File: src/fcull_ram.sv
// Generic single-port-write, single-port-read RAM with registered read data.
module fcull_ram #(
   parameter int unsigned WIDTH = 32,
   parameter int unsigned DEPTH = 8
) (
   input  logic                                   clock,
   input  logic                                   wr_en,
   input  logic [(DEPTH > 1 ? $clog2(DEPTH) : 1)-1:0] wr_addr,
   input  logic [WIDTH-1:0]                       wr_data,
   input  logic                                   rd_en,
   input  logic [(DEPTH > 1 ? $clog2(DEPTH) : 1)-1:0] rd_addr,
   output logic [WIDTH-1:0]                       rd_data
);

   logic [WIDTH-1:0] mem_ff [DEPTH];
   logic [WIDTH-1:0] rd_data_ff;

   always_ff @(posedge clock) begin
      if (wr_en) begin
         mem_ff[wr_addr] <= wr_data;
      end
      if (rd_en) begin
         rd_data_ff <= mem_ff[rd_addr];
      end
   end

   assign rd_data = rd_data_ff;

endmodule

File: config.mk
export PLATFORM = sky130hd
export DESIGN_NAME = fcull_ram
export DESIGN_NICKNAME = d
export VERILOG_FILES = /design/src/fcull_ram.sv
export SDC_FILE = /design/constraint.sdc
export NUM_CORES = 1
export LEC_CHECK = 0
export ABC_AREA = 1
export BUFFER_PORTS_ARGS = -buffer_cell sky130_fd_sc_hd__buf_2
export CORE_AREA = 2 2 190 192
export DETAILED_ROUTE_END_ITERATION = 10
export DIE_AREA = 0 0 192 194
export PLACE_DENSITY_LB_ADDON = 0.1
export SLEW_MARGIN = 30
export SYNTH_ARGS = -nofsm -noshare
export SYNTH_HDL_FRONTEND = slang
export SYNTH_SLANG_ARGS = --single-unit
export TNS_END_PERCENT = 30
File: constraint.sdc
create_clock -name clock -period 2.4 [get_ports clock]
set_input_delay 0.24 -clock clock [delete_from_list [all_inputs] [get_ports clock]]
set_output_delay 0.24 -clock clock [all_outputs]
set_load 0.02 [all_outputs]
Yosys cells after proc, flatten, opt, wreduce, memory -nomap -nowiden. Memory sizes are Yosys's and may differ from the RTL's. A register that Yosys moved wholly into a read port is not among the register bits. Index checks and enable logic that the tools add are counted.

Bits in registers: 0. RAM bits: 256. Output and inout port bits: 32. Memories kept: 1.

Muxes and demuxes: 2.

Memory list: mem_ff (depth 8, width 32, read ports 1, clocked after Yosys merged registers in 1, wr ports 1, RTL line 15) `logic [WIDTH-1:0] mem_ff [DEPTH];`.

Operators by type and width (number): two-way mux 1 bit (2).

Longest topological paths before layout.
Word-level depth: 2. Depth in mapped cells: 8. Gate-level depth less buffers: 6.

Worst setup path after synthesis. No wires, ideal clock.

Path kind: input-to-reg. From: input port wr_addr[0] in the netlist's numbering. To: memory mem_ff[0][0], enable pin. Arrival: 1.736 ns. Data required time: 1.979 ns. Path slack: 0.243 ns. Stages: 3. Path buffers: 0. Path through: inv_1 nand2_1 nor2_1.

RTL lines: from (decl) (RTL line 8) `input logic [(DEPTH > 1 ? $clog2(DEPTH) : 1)-1:0] wr_addr,`; to (decl) (RTL line 15).

Straight into the memory's write port.

Worst setup path in the final report.
From: register rd_data_ff[10], in the netlist rd_data[10], read port of mem_ff. To: output port rd_data[10].

RTL lines: from (decl) (RTL line 16) `logic [WIDTH-1:0] rd_data_ff;`; to (decl) (RTL line 12) `output logic [WIDTH-1:0] rd_data`.

No word-level cell between the ends.

==> flow_summary.json <==
{
  "max_cap_violations": 0,
  "area_occupied_by_multi_input_gates_sq_mm": 0.002315,
  "cts_made_buffers": 35,
  "sw_frac_of_total": 0.2217,
  "clock-skew-final_ps": 21.29,
  "timing.critical_path.slowest_cell_delay_ps": 460,
  "max_fo_critical_path": 1,
  "crit-reg2reg-launch": "mem_ff[1][17]",
  "power_leakage_nw": 6.367,
  "p_int_w": 0.008749,
  "area_growth_syn_to_layout_pct": 16.51,
  "netlist_instances": 1156,
  "place_congestion": 0.7263,
  "reg2reg_depth": 6,
  "worstSetupStartpointType": "register",
  "number_of_synthesis_warnings": 0,
  "drcViolationCount": 0,
  "timing.critical_path.required_ps": 2160,
  "grt_max_degree": 79,
  "synthesis.nets": 1197,
  "ys_seq_area_frac": 0.7093,
  "die-area_sq_mm": 0.03725,
  "synth_cell_type_count": 11,
  "critical_path_arrival_ps": 1180,
  "ctsHtreeMaxLevel": 2,
  "run_status": "finished clean",
  "detailed_routing_iteration_count_for_the_pre_antenna_repair_pass": 4,
  "finalPower_w": 0.01124,
  "end_kind": "primary output",
  "critPathSlowestCell": "sky130_fd_sc_hd__edfxtp_1",
  "setup.worst_path.class": "register to primary output",
  "netSwitchingPower_w": 0.002493,
  "post_route_cells_drive_above_1_share": 0.1135,
  "fin_crit_sh": 0.5912,
  "worst_reg2reg_path_endpoint": "rd_data[17]",
  "synthesized_area_divided_by_synthesized_cell_count_sq_um": 10.55,
  "grtUsageTotal": 0.1587,
  "synth-seq-cells": 288,
  "std_cell_rows": 69,
  "cts-root-buf": "sky130_fd_sc_hd__clkbuf_16",
  "cts_tree": "done",
  "wire_per_inst_microns": 16.75,
  "floorplan.initialDensity": 0.3462,
  "slew_headroom": 0.5849,
  "finalHoldViolations": 0,
  "cts_post_setup_buffers_inserted": 0,
  "grt_first_pass_wirelength_mm": 44.54,
  "clock_latency_ps": 510,
  "total_of_cells_resized_after_clock_tree_synthesis": 0,
  "first_global_vias": 7593,
  "grt_setup_unrepaired": "no",
  "finalMaxSlewViolations": 0,
  "register_to_register_path_setup_slack_ps": 1370,
  "cp_cell_instances": "buf_2",
  "max_clock_freq_ghz": 0.7048,
  "power-per-cell-area_mw_per_mm2": 791.3,
  "grt_remaining_overflow": 0,
  "number_of_port_buffers": 72,
  "fp.dieW_microns": 192,
  "pwr-share-clk": 0.416,
  "core_sq_mm": 0.03522,
  "peakVddDrop_uv": 399.2,
  "worst_setup_hold_path_clk_slew_ps": 60,
  "sequential_cell_area_sq_mm": 0.008648,
  "cts_num_sinks": 288,
  "detail-route-antenna-nets": 0,
  "detailed_place_hpwl_mm": 15.36,
  "dr.first_iter.drc_count": 432,
  "vias_per_cell": 4.363,
  "die_h_microns": 194,
  "wl_mm": 28.82,
  "hold_depth": 1,
  "detailroute.via_count": 7508,
  "finish.net_count": 1286,
  "syn-cell-area_sq_mm": 0.01219,
  "hp-class": "input pin to register",
  "finalSetupViolations": 0,
  "worst_hold_startpoint": "wr_data[14]",
  "cts_max_path_buffers": 3,
  "antenna-diode-count": 0,
  "finalCriticalPeriod_ps": 1419,
  "layout.filler_cells": 3456,
  "fin_setup_tns_ps": 0,
  "grt_antenna_before_repair": 0,
  "comb_power_share": 0.069,
  "worst-slew-pin-transition_ps": 622.7,
  "power.sequential.fraction": 0.516,
  "cts.hold.buffers_added": 5,
  "path_delay_family": "flip-flops",
  "hold_path_end": "mem_ff[2][14]",
  "num_io_pins": 73,
  "cp_num_buf_inv": 1
}
-- area by class of cell --
cell class | instances | share of cell area
clock buffer | 48 | 0.06808
clock inverter | 4 | 0.001145
inverter | 262 | 0.06931
multi-input combinational | 558 | 0.1629
sequential | 288 | 0.6088
tap | 461 | 0.04060
timing repair buffer | 100 | 0.04915
-- synth_stat cells (all sizes together) --
master	number	share of area
nand3	128	0.053
nor2	8	0.0025
inv	262	0.081
buf	41	0.023
clkbuf	7	0.0022
nand2	422	0.13
edfxtp	288	0.71
-- kinds of logic after synthesis --
| logic type | count (synthesis) | share of synthesized area |
|---|---|---|
| and+or+nand+nor | 558 | 0.1849 |
| buffers and inverters | 310 | 0.1058 |
| DFF | 288 | 0.7093 |
-- per-layer routing --
metal  wire length, microns  track usage  vias up
met5                      0            0        -
met4                    509      0.03930        0
met3                   1001      0.02552       38
met2                  13450       0.2591      125
met1                  13870       0.2210     3559
li1                       -            -     3786
-- registers in the layout, indices dropped and copies added (netlist names) --
register,flops
mem_ff,256
rd_data,32
-- cell usage in the layout (no fill, tap or decap), drive strengths merged --
cell type    instances
nand3              128
dlygate4sd3          5
clkbuf              48
nand2              422
nor2                 8
clkinv               5
inv                261
buf                 95
edfxtp             288
-- worst max-delay path by stage --
stage	start	to	slack, ps	depth (start not counted)
after CTS	rd_data[27]	rd_data[27]	970	1
final	rd_data[10]	rd_data[10]	980	1
after detailed placement	rd_addr[0]	rd_data[17]	740	7
after global placement	rd_addr[0]	rd_data[17]	750	7
after floorplan	wr_addr[0]	mem_ff[0][0]	240	3
after global routing	rd_data[10]	rd_data[10]	970	1
-- stage by stage --
step                      hold WS [ps]  utilization  worst slack, ps  cells  cell area, sq um
after CTS                       0.3638       0.4033            968.4   1721             14210
after detailed placement         525.6       0.3740            741.5   1664             13170
after global routing             8.380       0.4033            966.7   1721             14210
final                            4.933       0.4033            981.2   1721             14210
after floorplan                  338.9            -            242.7   1156             12190
after global placement           521.1       0.3740            745.2   1664             13170
-- power groups by stage --
stage	Sequential [W]	Clock, W	Combinational [W]
floorplan	0.00595	0	0.000405
global placement	0.00590	0	0.000787
detailed placement	0.00590	0	0.000786
CTS	0.00580	0.00481	0.000796
global route	0.00581	0.00498	0.000875
finish	0.00580	0.00467	0.000771
(Power assumes the default switching activity.)
