File: src/fcull_pkg.sv
// Shared types and constants for the frustum point cull block.
package fcull_pkg;

   // Width of one normal component, signed Q1.15.
   localparam int unsigned NORMAL_W = 16;
   // Packed normal: x in [15:0], y in [31:16], z in [47:32].
   localparam int unsigned NORMALS_W = 3 * NORMAL_W;
   // The limit is (offset - cutoff) scaled by 2^15 to line up with Q.15 dot products.
   localparam int unsigned FRAC_SHIFT = 15;

   // Request function codes.
   localparam logic FUNC_WRITE = 1'b0;
   localparam logic FUNC_TEST  = 1'b1;

   typedef enum logic [1:0] {
      ST_IDLE = 2'b01,
      ST_SCAN = 2'b10
   } state_type;

   // Sequencer to datapath.
   typedef struct packed {
      logic start;     // new test request, clear the fail flag
      logic rd_valid;  // plane read data valid this cycle
   } ctl_type;

   // Datapath to sequencer.
   typedef struct packed {
      logic busy;      // a plane compare is still in flight
      logic fail;      // some tested plane rejected the point
   } stat_type;

endpackage

File: src/fcull_dot.sv
// Plane test datapath: multiply stage, then sum-and-compare stage with a sticky fail flag.
module fcull_dot #(
   parameter int unsigned COORD_BITS = 32
) (
   input  logic                                 clock,
   input  logic                                 reset,
   input  fcull_pkg::ctl_type                   ctl,
   input  logic [fcull_pkg::NORMALS_W-1:0]      normal_data,
   input  logic [COORD_BITS-1:0]                offset_data,
   input  logic signed [COORD_BITS-1:0]         point_x,
   input  logic signed [COORD_BITS-1:0]         point_y,
   input  logic signed [COORD_BITS-1:0]         point_z,
   input  logic signed [COORD_BITS-1:0]         cutoff,
   output fcull_pkg::stat_type                  stat
);

   localparam int unsigned PROD_W = fcull_pkg::NORMAL_W + COORD_BITS;
   localparam int unsigned SUM_W  = PROD_W + 2;
   localparam int unsigned DIFF_W = COORD_BITS + 1;
   localparam int unsigned LIM_W  = DIFF_W + fcull_pkg::FRAC_SHIFT;

   logic signed [fcull_pkg::NORMAL_W-1:0] nx, ny, nz;
   logic signed [PROD_W-1:0] prod_x_ff, prod_y_ff, prod_z_ff;
   logic signed [PROD_W-1:0] prod_x_in, prod_y_in, prod_z_in;
   logic signed [DIFF_W-1:0] diff_ff, diff_in;
   logic signed [SUM_W-1:0]  dot_sum;
   logic signed [LIM_W-1:0]  limit;
   logic                     v2_ff, v2_in;
   logic                     fail_ff, fail_in;

   assign nx = $signed(normal_data[fcull_pkg::NORMAL_W-1:0]);
   assign ny = $signed(normal_data[2*fcull_pkg::NORMAL_W-1:fcull_pkg::NORMAL_W]);
   assign nz = $signed(normal_data[3*fcull_pkg::NORMAL_W-1:2*fcull_pkg::NORMAL_W]);

   // Multiply stage.
   assign prod_x_in = PROD_W'(nx) * PROD_W'(point_x);
   assign prod_y_in = PROD_W'(ny) * PROD_W'(point_y);
   assign prod_z_in = PROD_W'(nz) * PROD_W'(point_z);
   assign diff_in   = DIFF_W'($signed(offset_data)) - DIFF_W'(cutoff);
   assign v2_in     = ctl.rd_valid && !ctl.start;

   // Compare stage.
   assign dot_sum = SUM_W'(prod_x_ff) + SUM_W'(prod_y_ff) + SUM_W'(prod_z_ff);
   assign limit   = LIM_W'(diff_ff) <<< fcull_pkg::FRAC_SHIFT;

   always_comb begin
      fail_in = fail_ff;
      if (ctl.start) begin
         fail_in = 1'b0;
      end else if (v2_ff && (dot_sum < SUM_W'(limit))) begin
         fail_in = 1'b1;
      end
   end

   always_ff @(posedge clock) begin
      if (reset) begin
         v2_ff   <= 1'b0;
         fail_ff <= 1'b0;
      end else begin
         v2_ff   <= v2_in;
         fail_ff <= fail_in;
      end
   end

   always_ff @(posedge clock) begin
      prod_x_ff <= prod_x_in;
      prod_y_ff <= prod_y_in;
      prod_z_ff <= prod_z_in;
      diff_ff   <= diff_in;
   end

   assign stat.busy = v2_ff;
   assign stat.fail = fail_ff;

endmodule

File: config.mk
export PLATFORM = sky130hd
export DESIGN_NAME = fcull_dot
export DESIGN_NICKNAME = d
export VERILOG_FILES = /design/src/fcull_pkg.sv /design/src/fcull_dot.sv
export SDC_FILE = /design/constraint.sdc
export NUM_CORES = 2
export LEC_CHECK = 0
export ABC_AREA = 1
export BUFFER_PORTS_ARGS = -buffer_cell sky130_fd_sc_hd__buf_4
export CORE_MARGIN = 4
export CORE_UTILIZATION = 34
export DETAILED_ROUTE_END_ITERATION = 16
export PLACE_DENSITY = 0.56
export SLEW_MARGIN = 0
export SYNTH_ARGS = -nofsm -noshare
export SYNTH_HDL_FRONTEND = slang
export SYNTH_SLANG_ARGS = --single-unit
export TNS_END_PERCENT = 10
File: constraint.sdc
create_clock -name clock -period 15.8 [get_ports clock]
set_clock_uncertainty 0.1 [all_clocks]
set_input_delay 1.58 -clock clock [delete_from_list [all_inputs] [get_ports clock]]
set_output_delay 1.58 -clock clock [all_outputs]
set_load 0.005 [all_outputs]
# Word level (Yosys, flattened, before mapping)
# Cells that the tools add are included.
# word_totals
in_bits	212
wordCells	17
regBits	179
# classes
add_sub_neg	3
n_reduce_logical	4
n_mul	3
magnitude_cmp	1
# op_table
op	n
16-bit by 32-bit multiplier with 48-bit output	3
49-bit by 48-bit adder with 50-bit output	1
50-bit by 48-bit < comparator with 1-bit output	1
48-bit by 48-bit adder with 49-bit output	1
32-bit by 32-bit subtractor with 33-bit output	1
1-bit logical AND	2
2-bit OR reduction	1
1-bit zero test	1

# Logic depth before layout (Yosys ltp)
# logic_depth
ltp_word	4
mapped_depth	32
ltp_nobuf	32

# Worst setup path before layout
# No wires, ideal clock.
# synth_timing
path_kind	input-to-reg
from	in point_x[7]
to	reg prod_x_ff[43]
setup_slack_ns	8.841
arrival_ns	6.738
setup_ns	0.121
cell_stages	26
required_ns	15.579
cell_sequence	clkbuf_1 -> clkbuf_1 -> nand2_1 -> fa_1 -> inv_1 -> fa_1 -> inv_1 -> fa_1 -> inv_1 -> fa_1 -> fa_1 -> inv_1 -> fa_1 -> inv_1 -> ha_1 -> nand2_1 -> inv_1 -> a21oi_1 -> inv_1 -> a21oi_1 -> o21ai_1 -> a21oi_1 -> o21ai_2 -> nand2_1 -> nand2_1 -> xor2_1
# synth_between
elab_chain_cells	1
# synth_rtl
element	line_no	text
start, declared	fcull_dot.sv:10	input logic signed [COORD_BITS-1:0] point_x,
16-bit by 32-bit multiplier with 48-bit output	fcull_dot.sv:36	assign prod_x_in = PROD_W'(nx) * PROD_W'(point_x);
via prod_x_in[43]	fcull_dot.sv:24	logic signed [PROD_W-1:0] prod_x_in, prod_y_in, prod_z_in;
end signal, assigned	fcull_dot.sv:66	prod_x_ff <= prod_x_in;
end, declared	fcull_dot.sv:23	logic signed [PROD_W-1:0] prod_x_ff, prod_y_ff, prod_z_ff;
# The timed path passes the listed nets, and every way through them passes these cells.
# A chain may end at the register's enable or synchronous reset.

# Final worst setup path
# layout_timing
from	in normal_data[1] (netlist name)
to	reg prod_x_ff[44]
# layout_between
elab_chain_cells	1
# layout_rtl
element	line_no	text
start, declared	fcull_dot.sv:8	input logic [fcull_pkg::NORMALS_W-1:0] normal_data,
16-bit by 32-bit multiplier with 48-bit output	fcull_dot.sv:36	
via prod_x_in[44]	fcull_dot.sv:24	
# The timed path passes the listed nets, and every way through them passes these cells.

==> results.md <==
- Synthesis-to-layout area growth: 6.388%
- Chip height: 447.8 um
- Core area: 192400 sq um
- H-tree levels: 4
- FF+latch count, synth: about 180
- Slew at the pin with the worst max-slew slack: between 0.6 and 0.7 ns
- Post-synth EDFFs: 0
- Fill cells: 20167
- Worst-case reg-to-reg path depth: 23
- Async set-reset flop share out of synthesis: 0%
- Met3 usage: under 10%
- Worst-Skew Late Latency: 0.49 ns
- CTS Sinks: 179
- Initial Utilization: 34.18%
- Share of layout cells above drive strength 1: 4.130%
- GRT Max-Usage Layer: met2
- Number of CTS-inserted buffers: 17
- IO Pins: around 210
- CP max FO: 32
- Synth top cells by count: 2604 x inv_1, 1898 x nand2_1, 1506 x fa_1, 456 x ha_1, 340 x nor2_1
- Port-buffer cells: 213
- Largest net degree at the start of global routing: 34
- Worst setup SP type: primary input
- Arr. time, crit path: around 8 ns
- First-pass GRT wire length: 309.0 mm
- Setup-failing EPs final: 0
- Grt ovf: 0
- DRT iter0 DRCs: 2887
- Critical path type: primary input to register
- Fin crit period: slightly below 8 ns
- Met2 Use GR: 33.53%
- Post-Synthesis Cells: 8380
- Yosys warns: 0
- Worst rel slew slack: between 50 and 60%
- Top post-synthesis cells by area: fa_1 46%, inv_1 15%, nand2_1 11%
- Avg Vias per Cell: 4.702
- CTS tree: built
- Global Route met1 Usage: roughly a quarter
- Final worst path period share: between 40 and 50%
- Post-DP HPWL: 159.4 mm
- Synth top area share: 45.85%
- Sequential fraction of the synthesis area: 5.450%
- RSZ-0062 raised after global routing: false
- Vias: 50946
- Total Nets Final: 10466
- Drt wl/cell: 17.68 um
- Fmax: 130.1 MHz
- Clk slew on worst S/H paths: 0.10 ns
- Worst hold path type: register to register
- Avg Cell Area, Syn: 7.847 sq um
- Die width: 447.8 um
- Clk root buf: clkbuf_16
- Net Count, Synth: roughly 11000
- Outcome: complete, no violations
- Remaining DRCs: 0
- Die area: around 200000 sq um
- Setup TNS: 0 ns
- Cell variety after synth: 54
- Clk buf depth: 2
- Post_cts resized: 0
- Cell taking the most area after synthesis: fa_1
- DRT Wirelength: 191.5 mm
- Most frequent cell after synthesis: inv_1
- Hold path cells: 2
- ANT nets after route: 0
- # hold bufs at CTS: 0
- CP Capture Type: register
- Cell row count: 161
- GPL Wtd Cong: 0.9063
- Total global-route track usage: just under 20%
- Fin. max-slew vios: 0
- Required @ worst endpoint: roughly 16 ns
- Drt pass-1 iters: 5
- Max Cap Viol: 0
- Vias in the first global route: 56084
- Initial antenna violation count: 3
- Final hold violations: 0
- Dominant synthesized flop cell: dfxtp_1
- Setup Fix Bufs, Post-CTS: 0
- Mapped Area: 65760 sq um
==> kinds of logic (layout without fill, tap and decap cells) <==
kind of cell / Yosys count / after routing / share of synthesized area [%]
adders and majority gates: 1962 / 1962 / 54.53
buffers and inverters: 2932 / 2857 / 16.75
and+or+nand+nor: 2448 / 2448 / 14.68
other: 0 / 3 / 0
xor gates and xnor gates: 214 / 214 / 2.850
DFF: 179 / 179 / 5.450
AOI/OAI and AO/OA: 645 / 645 / 5.743
==> cell usage in the layout, fill, tap and decap left out, drive strengths merged, types with 4 or more instances in the layout <==
cell	count
inv	2616
nand2	1910
fa	1506
ha	456
nor2	352
a21oi	317
buf	216
dfxtp	179
o21ai	179
xor2	129
nand3	91
xnor2	85
a21o	26
nor3	26
o21bai	25
a31oi	24
o21a	22
nand4	18
nor4	18
clkbuf	17
or2	15
a21boi	15
o211ai	15
and3	8
nand3b	7
a211oi	5
clkinv	5
o221ai	4
==> worst paths after layout <==
check / start / end / slack (ns)
min: fail_ff$_SDFFE_PP0P_ / fail_ff$_SDFFE_PP0P_ / 0.35
max: normal_data[1] / prod_x_ff[44]$_DFF_P_ / 8.11
max reg2reg: prod_y_ff[22]$_DFF_P_ / fail_ff$_SDFFE_PP0P_ / 10.71
min reg2reg: fail_ff$_SDFFE_PP0P_ / fail_ff$_SDFFE_PP0P_ / 0.35
==> registers in the layout, indices dropped and copies added (netlist names) <==
signal,cells
prod_z_ff,48
prod_x_ff,48
diff_ff,33
v2_ff,1
prod_y_ff,48
fail_ff,1
==> layout make-up <==
cell class / count / area [sq um] / area share [%]
clock inverters: 15 / 205.2 / 0.2933
repair buffers: 216 / 1622 / 2.318
clock buffers: 17 / 425.4 / 0.6081
multi-input cells: 5269 / 51160 / 73.13
inverters: 2609 / 9793 / 14.00
diodes: 3 / 7.507 / 0.01073
well taps: 2526 / 3161 / 4.518
flip-flops and latches: 179 / 3583 / 5.122
==> per-layer routing <==
layer,routed length (um),vias to the layer above,share of wire [%]
met5,13,-,0.0068
met4,4615,2,2.4
met3,9793,216,5.1
met2,92980,1302,49
met1,84110,25905,44
li1,-,23521,-
==> per-stage QoR <==
stage	worst slack, ns	hold slack [ns]	std cells	area (sq um)	util [%]
after floorplan	8.841	0.3260	8380	65760	-
after global placement	7.810	0.3383	10799	69320	36.03
after detailed placement	7.812	0.3394	10799	69320	36.03
after CTS	8.313	0.3550	10831	69950	36.36
after global routing	7.867	0.3818	10833	69950	36.36
final	8.112	0.3523	10834	69960	36.36
==> worst max-delay path, cell delays in order <==
cell     delay (ns)
buf_4          0.38
nand2_1        0.18
inv_1          0.15
fa_1           0.50
fa_1           0.81
inv_1          0.18
fa_1           0.51
fa_1           0.57
fa_1           0.43
fa_1           0.50
inv_1          0.05
ha_1           0.39
nand2_1        0.14
nor2_1         0.17
inv_1          0.09
nor4_1         0.62
o21ai_0        0.32
nand3_1        0.19
xor2_1         0.20
Power is not shown: default switching activity piles up to over one toggle a cycle in this logic, so the estimate is an artifact.
